### config.mk
export PLATFORM = sky130hd
export DESIGN_NAME = alidl_cell
export DESIGN_NICKNAME = d
export VERILOG_FILES = /design/src/hw/rtl/alidl_pkg.sv /design/src/hw/rtl/alidl_cell.sv
export SDC_FILE = /design/constraint.sdc
export NUM_CORES = 1
export LEC_CHECK = 0
export ABC_AREA = 1
export BUFFER_PORTS_ARGS = -buffer_cell sky130_fd_sc_hd__buf_2
export CORE_MARGIN = 2
export CORE_UTILIZATION = 40
export CTS_BUF_LIST = sky130_fd_sc_hd__clkbuf_8
export CTS_CLUSTER_DIAMETER = 50
export DETAILED_ROUTE_END_ITERATION = 10
export HOLD_SLACK_MARGIN = 0.12
export PLACE_DENSITY = 0.79
export SLEW_MARGIN = 20
export SYNTH_ARGS = -nofsm -noshare
export SYNTH_HDL_FRONTEND = slang
export SYNTH_SLANG_ARGS = --single-unit
### constraint.sdc
create_clock -name clock -period 2.3 [get_ports clock]
set_input_delay 0.69 -clock clock [delete_from_list [all_inputs] [get_ports clock]]
set_output_delay 0.69 -clock clock [all_outputs]
set_load 0.02 [all_outputs]
### src/hw/rtl/alidl_pkg.sv
// ----------------------------------------------------------------------------
// alidl_pkg
// Shared types and constants of the ordered list block: request codes, field
// widths and the control word that the top level hands to every cell.
// ----------------------------------------------------------------------------
package alidl_pkg;

   // default number of list entries
   localparam int DEPTH_DEFAULT = 64;

   // width of one stored value
   localparam int VALUE_W = 32;

   // width of the request code
   localparam int REQ_W = 2;

   // request codes
   typedef enum logic [REQ_W-1:0] {
      REQ_INSERT = 2'd0,
      REQ_DELETE = 2'd1,
      REQ_LOCATE = 2'd2
   } req_code_type;

   // control word broadcast along the cell row
   typedef struct packed {
      logic                      ins_en;
      logic                      del_en;
      logic signed [VALUE_W-1:0] item;
   } cell_ctrl_type;

endpackage

### src/hw/rtl/alidl_cell.sv
// ----------------------------------------------------------------------------
// alidl_cell
// One list entry. Compares its value against the request, passes the
// match-seen flag to the next cell and takes its left or right neighbor's
// value, or the new item, when an insert or a delete moves the entries.
// ----------------------------------------------------------------------------
module alidl_cell #(
   parameter int CNT_W = 7,
   parameter int INDEX = 0
) (
   input  logic                                  clock,
   input  alidl_pkg::cell_ctrl_type              ctrl,
   input  logic [CNT_W-1:0]                      req_position,
   input  logic [CNT_W-1:0]                      entry_count,
   input  logic signed [alidl_pkg::VALUE_W-1:0]  left_value,
   input  logic signed [alidl_pkg::VALUE_W-1:0]  right_value,
   input  logic                                  hit_in,
   output logic signed [alidl_pkg::VALUE_W-1:0]  value,
   output logic                                  hit_out,
   output logic [CNT_W-1:0]                      found_pos
);

   localparam logic [CNT_W-1:0] IDX       = CNT_W'(INDEX);
   localparam logic [CNT_W-1:0] ONE_BASED = CNT_W'(INDEX + 1);

   logic signed [alidl_pkg::VALUE_W-1:0] value_ff;
   logic signed [alidl_pkg::VALUE_W-1:0] value_in;
   logic                                 cell_valid;
   logic                                 match;

   // compare against the request and extend the match chain
   assign cell_valid = (IDX < entry_count);
   assign match      = cell_valid && (value_ff == ctrl.item);
   assign hit_out    = hit_in | match;
   assign found_pos  = (match && !hit_in) ? ONE_BASED : '0;
   assign value      = value_ff;

   // next value: new item, shift up on insert, shift down on delete
   always_comb begin
      value_in = value_ff;
      if (ctrl.ins_en) begin
         if (req_position == ONE_BASED) begin
            value_in = ctrl.item;
         end else if (req_position <= IDX) begin
            value_in = left_value;
         end
      end else if (ctrl.del_en && hit_out) begin
         value_in = right_value;
      end
   end

   // entry storage, no reset: read only below the count
   always_ff @(posedge clock) begin
      value_ff <= value_in;
   end

endmodule

# --- Yosys cells after proc, flatten, opt, wreduce, memory -nomap -nowiden ---
# Cells that the tools add are included.
word_totals:
  reg_bits: 32
  latch_bits: 0
  ramBits: 0
  rom_bits: 0
  in_bits: 114
  out_inout_bits: 40
  mem_count: 0
op_classes:
  add_sub_neg: 0
  multipliers: 0
  div: 0
  order_cmp: 2
  eq_ne: 3
  shift: 0
  mux: 5
  bitwise: 1
  reduce_logical: 6
op_table:
  columns: ["operator", "n"]
  rows:
  - ["two-way mux 32 bit", 4]
  - ["equality test 32 bit", 1]
  - ["equality test 7 x 1 -> 1 bit, second input constant", 1]
  - ["<= comparator 7 x 1 -> 1 bit, second input constant", 1]
  - ["less-than comparator 1 x 7 -> 1 bit, first input constant", 1]
  - ["logical AND 1 bit", 3]
  - ["!= test 3 x 1 -> 1 bit, second input constant", 1]
  - ["AND reduction 2 bit", 1]
  - ["nonzero test 2 bit", 1]
  - ["zero test 1 bit", 1]
  - ["two-way mux 1 bit", 1]
  - ["OR 1 bit", 1]

# --- Depth between registers and ports, before layout ---
logic_depth:
  word_depth: 6
  depth_mapped: 11

# --- Least setup slack after synthesis ---
# Ideal clock, no wire load.
synth_path:
  path_kind: "input-to-reg"
  from: "in ctrl[31] (netlist bit)"
  to: "reg value_ff, in the netlist value[0], enable pin"
  t_arrival_ns: 2.158
  setup_slack_ns: -0.247
  cell_stages: 9
  n_path_buf: 0
  path_cell_list: "xnor2_1 nand2_1 nor2_1 nand2_1 nor2_1 nand3_1 nand2_1 nand2_1 nand2_1"
synth_via:
  elab_chain_len: 6
synth_rtl:
  columns: ["item", "line_no", "rtl"]
  rows:
  - ["start: declaration", "alidl_cell.sv:12", "input alidl_pkg::cell_ctrl_type ctrl,"]
  - ["equality test 32 bit", "alidl_cell.sv:33", "assign match = cell_valid && (value_ff == ctrl.item);"]
  - ["logical AND 1 bit", "alidl_cell.sv:33", null]
  - ["OR 1 bit", "alidl_cell.sv:34", "assign hit_out = hit_in | match;"]
  - ["via hit_out", "alidl_cell.sv:19", "output logic hit_out,"]
  - ["logical AND 1 bit", "alidl_cell.sv:47", "end else if (ctrl.del_en && hit_out) begin"]
  - ["nonzero test 2 bit (no source line)", null, null]
  - ["AND reduction 2 bit (no source line)", null, null]
  - ["end signal: assignment", "alidl_cell.sv:54", "value_ff <= value_in;"]
  - ["end: declaration", "alidl_cell.sv:26", "logic signed [alidl_pkg::VALUE_W-1:0] value_ff;"]
# The timed path passes the listed nets, and every way through them passes these cells.
# A chain may end at the register's enable or synchronous reset.

# --- Final worst setup path ---
layout_path:
  from: "in ctrl[31] (netlist bit)"
  to: "out found_pos[0]"
layout_via:
  elab_chain_len: 4
layout_rtl:
  columns: ["item", "line_no", "rtl"]
  rows:
  - ["equality test 32 bit", "alidl_cell.sv:33", null]
  - ["logical AND 1 bit", "alidl_cell.sv:33", null]
  - ["logical AND 1 bit", "alidl_cell.sv:35", "assign found_pos = (match && !hit_in) ? ONE_BASED : '0;"]
  - ["two-way mux 1 bit", "alidl_cell.sv:35", null]
  - ["end: declaration", "alidl_cell.sv:20", "output logic [CNT_W-1:0] found_pos"]
# No other way between the ends.

==> out/metrics.cfg <==
[global_routing]
grt_pass1_vias = 2587
use_met3_pct = 5.11
grt.busiest_layer = met2
grt_util_all_layers_pct = 21.0
antenna_found_initial = 0
gr-usage-met1_pct = 23.1
met2_usage_pct = 40.1
grt_start_max_net_pins = 33
grt_pass1_wl_um = 10900
overflow = 0

[detailed_routing]
drtPass1Iterations = 4
viasPerCell = 4.85
wl_um = 7500
drc = 0
num_vias = 2850
final_antenna_net_count = 0
drt_iter0_drc = 113
avgRoutedWirePerCell_um = 12.8

[placed_design]
placedCellCount = 577
io_buffers = 147
gp_congestion = 0.845
dpl.hpwl_um = 6000

[critical_path]
cpMaxStageDelayCell = xnor2_2
crit_required_ns = 1.61
cp-startpoint = ctrl[31]
crit_chain = buf_2 -> xnor2_2 -> nand3_1 -> nor3_2 -> nand3_1 -> nor3_2 -> buf_4
r2r-start = value[30]
worst-setup-path-type = input pin to output pin
worstPathArrival_ns = 1.69
worstSetupEndpointType = output pin
max_stage_delay_ns = 0.18
crit_fanout = 2
start_kind = input pin

[clocking]
cts.htree.levels = 2
clockBufferDepth = 2
clk_pin_slew_ns = 0.07
cts_root_buf = clkbuf_8
cts_sinks = 32
cts_buffers = 5
cts.hold.buffers_added = 0
cts_tree = done
clk_latency_ns = 0.28

[sta]
rsz0062_at_grt = true
clock.fmax_mhz = 420
report.final.slew_viol_count = 0
timing.final.crit_share_pct = 104
fin_skew_ns = 0.00732
setup_slack_ns = -0.0817
whs_ns = 0.748
hold_viol_final = 0
setup_viol_count_final = 2
period_minus_slack_ns = 2.38

[floorplanning]
dieArea_mm2 = 0.00683
std_cell_rows = 28
die_h_um = 82.6
die_width_um = 82.6
initial_core_util_pct = 41.5
pin_count = 154
core-area_mm2 = 0.00596

[finish]
layout.cells.most_common = buf_2
diodes = 0
nFillCells = 577
nets = 626
syn2layout_area_growth_pct = 45.0
final_cells = 588
largest_reg_flops = 32
drive_above_1_share_pct = 38.6
layout_common_cells = 139 x buf_2, 115 x nand2_1, 64 x nor2_1

[synth]
synth.yosys.seq_area_share_pct = 38.8
synth_top_area_cell = edfxtp_1
synthXorXnorAreaFrac_pct = 7.08
synthAdderAreaFrac_pct = 0
synth.area.top_cells = edfxtp_1 39%, nand2_1 18%, nor2_1 10%
ys.warnings.count = 0
synth_compound_area_share_pct = 10.1
netlist_instances = 355
synth_seq_cells = 32
synth_top_family_by_area = simple AND/OR/NAND/NOR gates
syn_area_mm2 = 0.00247
synth-simple-area-share_pct = 34.3
avgSynthCellArea_um2 = 6.97
synth_cell_types = 25
muxShareOfSynthArea_pct = 0
yosys.area.top_type_share_pct = 38.8

[run_status]
run_status = complete, but fails checks
failed_checks = setup timing

[worst_hold_path]
min-delay-start = right_value[31]
holdCritPathClass = input pin to register

[pwr]
powerDensity_mw_per_mm2 = 441
power.leakage_nw = 1.81
fin_total_pwr_mw = 1.58
max-vdd-ir-drop_mv = 0.230

[run]
max_cap_viol_count = 0

-- metal layers --
| metal | up-vias | part of all wire, % |
|---|---|---|
| met4 | 0 | 0.87 |
| met1 | 1283 | 41 |
| met3 | 7 | 7.2 |
| li1 | 1454 | - |
| met5 | - | 0 |
| met2 | 106 | 51 |
-- critical path, delay by kind of cell --
family	cells	cell delay (ns)
XOR/XNOR	1	0.18
buffers and inverters	2	0.30
AND/OR/NAND/NOR	4	0.53
-- synthesized netlist by cell type --
library cell,count
a31oi_1,32
and3_1,1
buf_1,1
buf_4,6
buf_6,3
clkbuf_1,9
conb_1,1
edfxtp_1,32
inv_1,31
inv_2,1
nand2_1,120
nand2_2,1
nand3_1,8
nand3b_1,1
nand4_1,1
nor2_1,68
nor3_1,4
nor3b_1,3
nor4_4,1
o21ai_0,5
o21ai_1,1
o22ai_1,3
or2_1,2
xnor2_1,10
xor2_1,10
-- worst paths after layout --
| kind | endpoint | slack, ns | depth (start not counted) |
|---|---|---|---|
| min | value[31] | 0.75 | 3 |
| max | found_pos[0] | -0.08 | 7 |
| min reg2reg | value[23] | 1.42 | 11 |
| max reg2reg | value[2] | 0.34 | 11 |
-- through the flow --
step	setup TNS, ns	util, %	instance area [um2]	worst slack [ns]
finish	-0.132	60.2	3590	-0.0817
global route	-0.324	60.2	3590	-0.172
CTS	-0.0990	58.7	3490	-0.0723
detailed placement	-0.300	56.1	3340	-0.169
global placement	-0.289	56.1	3340	-0.153
floorplan	0	-	2500	0.0354
-- logic make-up after synthesis --
group,after synthesis
other cells,1
simple gates,210
compound gates,41
xor+xnor,20
flops,32
buf+inv,51
-- what timing repair did --
item	in CTS	in global routing
resized for setup	12	21
pin swaps	12	10
setup endpoints to repair	2	2
buffers inserted	1	2
-- final cells by class --
cell class              count  area [um2]  share of cell area (%)
clock inverters             3        13.8                   0.384
multi-input cells         277        1410                    39.2
well taps                  75        93.8                    2.62
flip-flops and latches     32         961                    26.8
clock buffers               5        68.8                    1.92
repair buffers            164         923                    25.7
inverters                  32         120                    3.35
-- where the power goes --
part	leakage, nW	switching, mW	internal (mW)
combinational	1.47	0.246	0.207
clock	0.0453	0.208	0.205
sequential	0.302	0.0288	0.685
(Power assumes the default switching activity.)
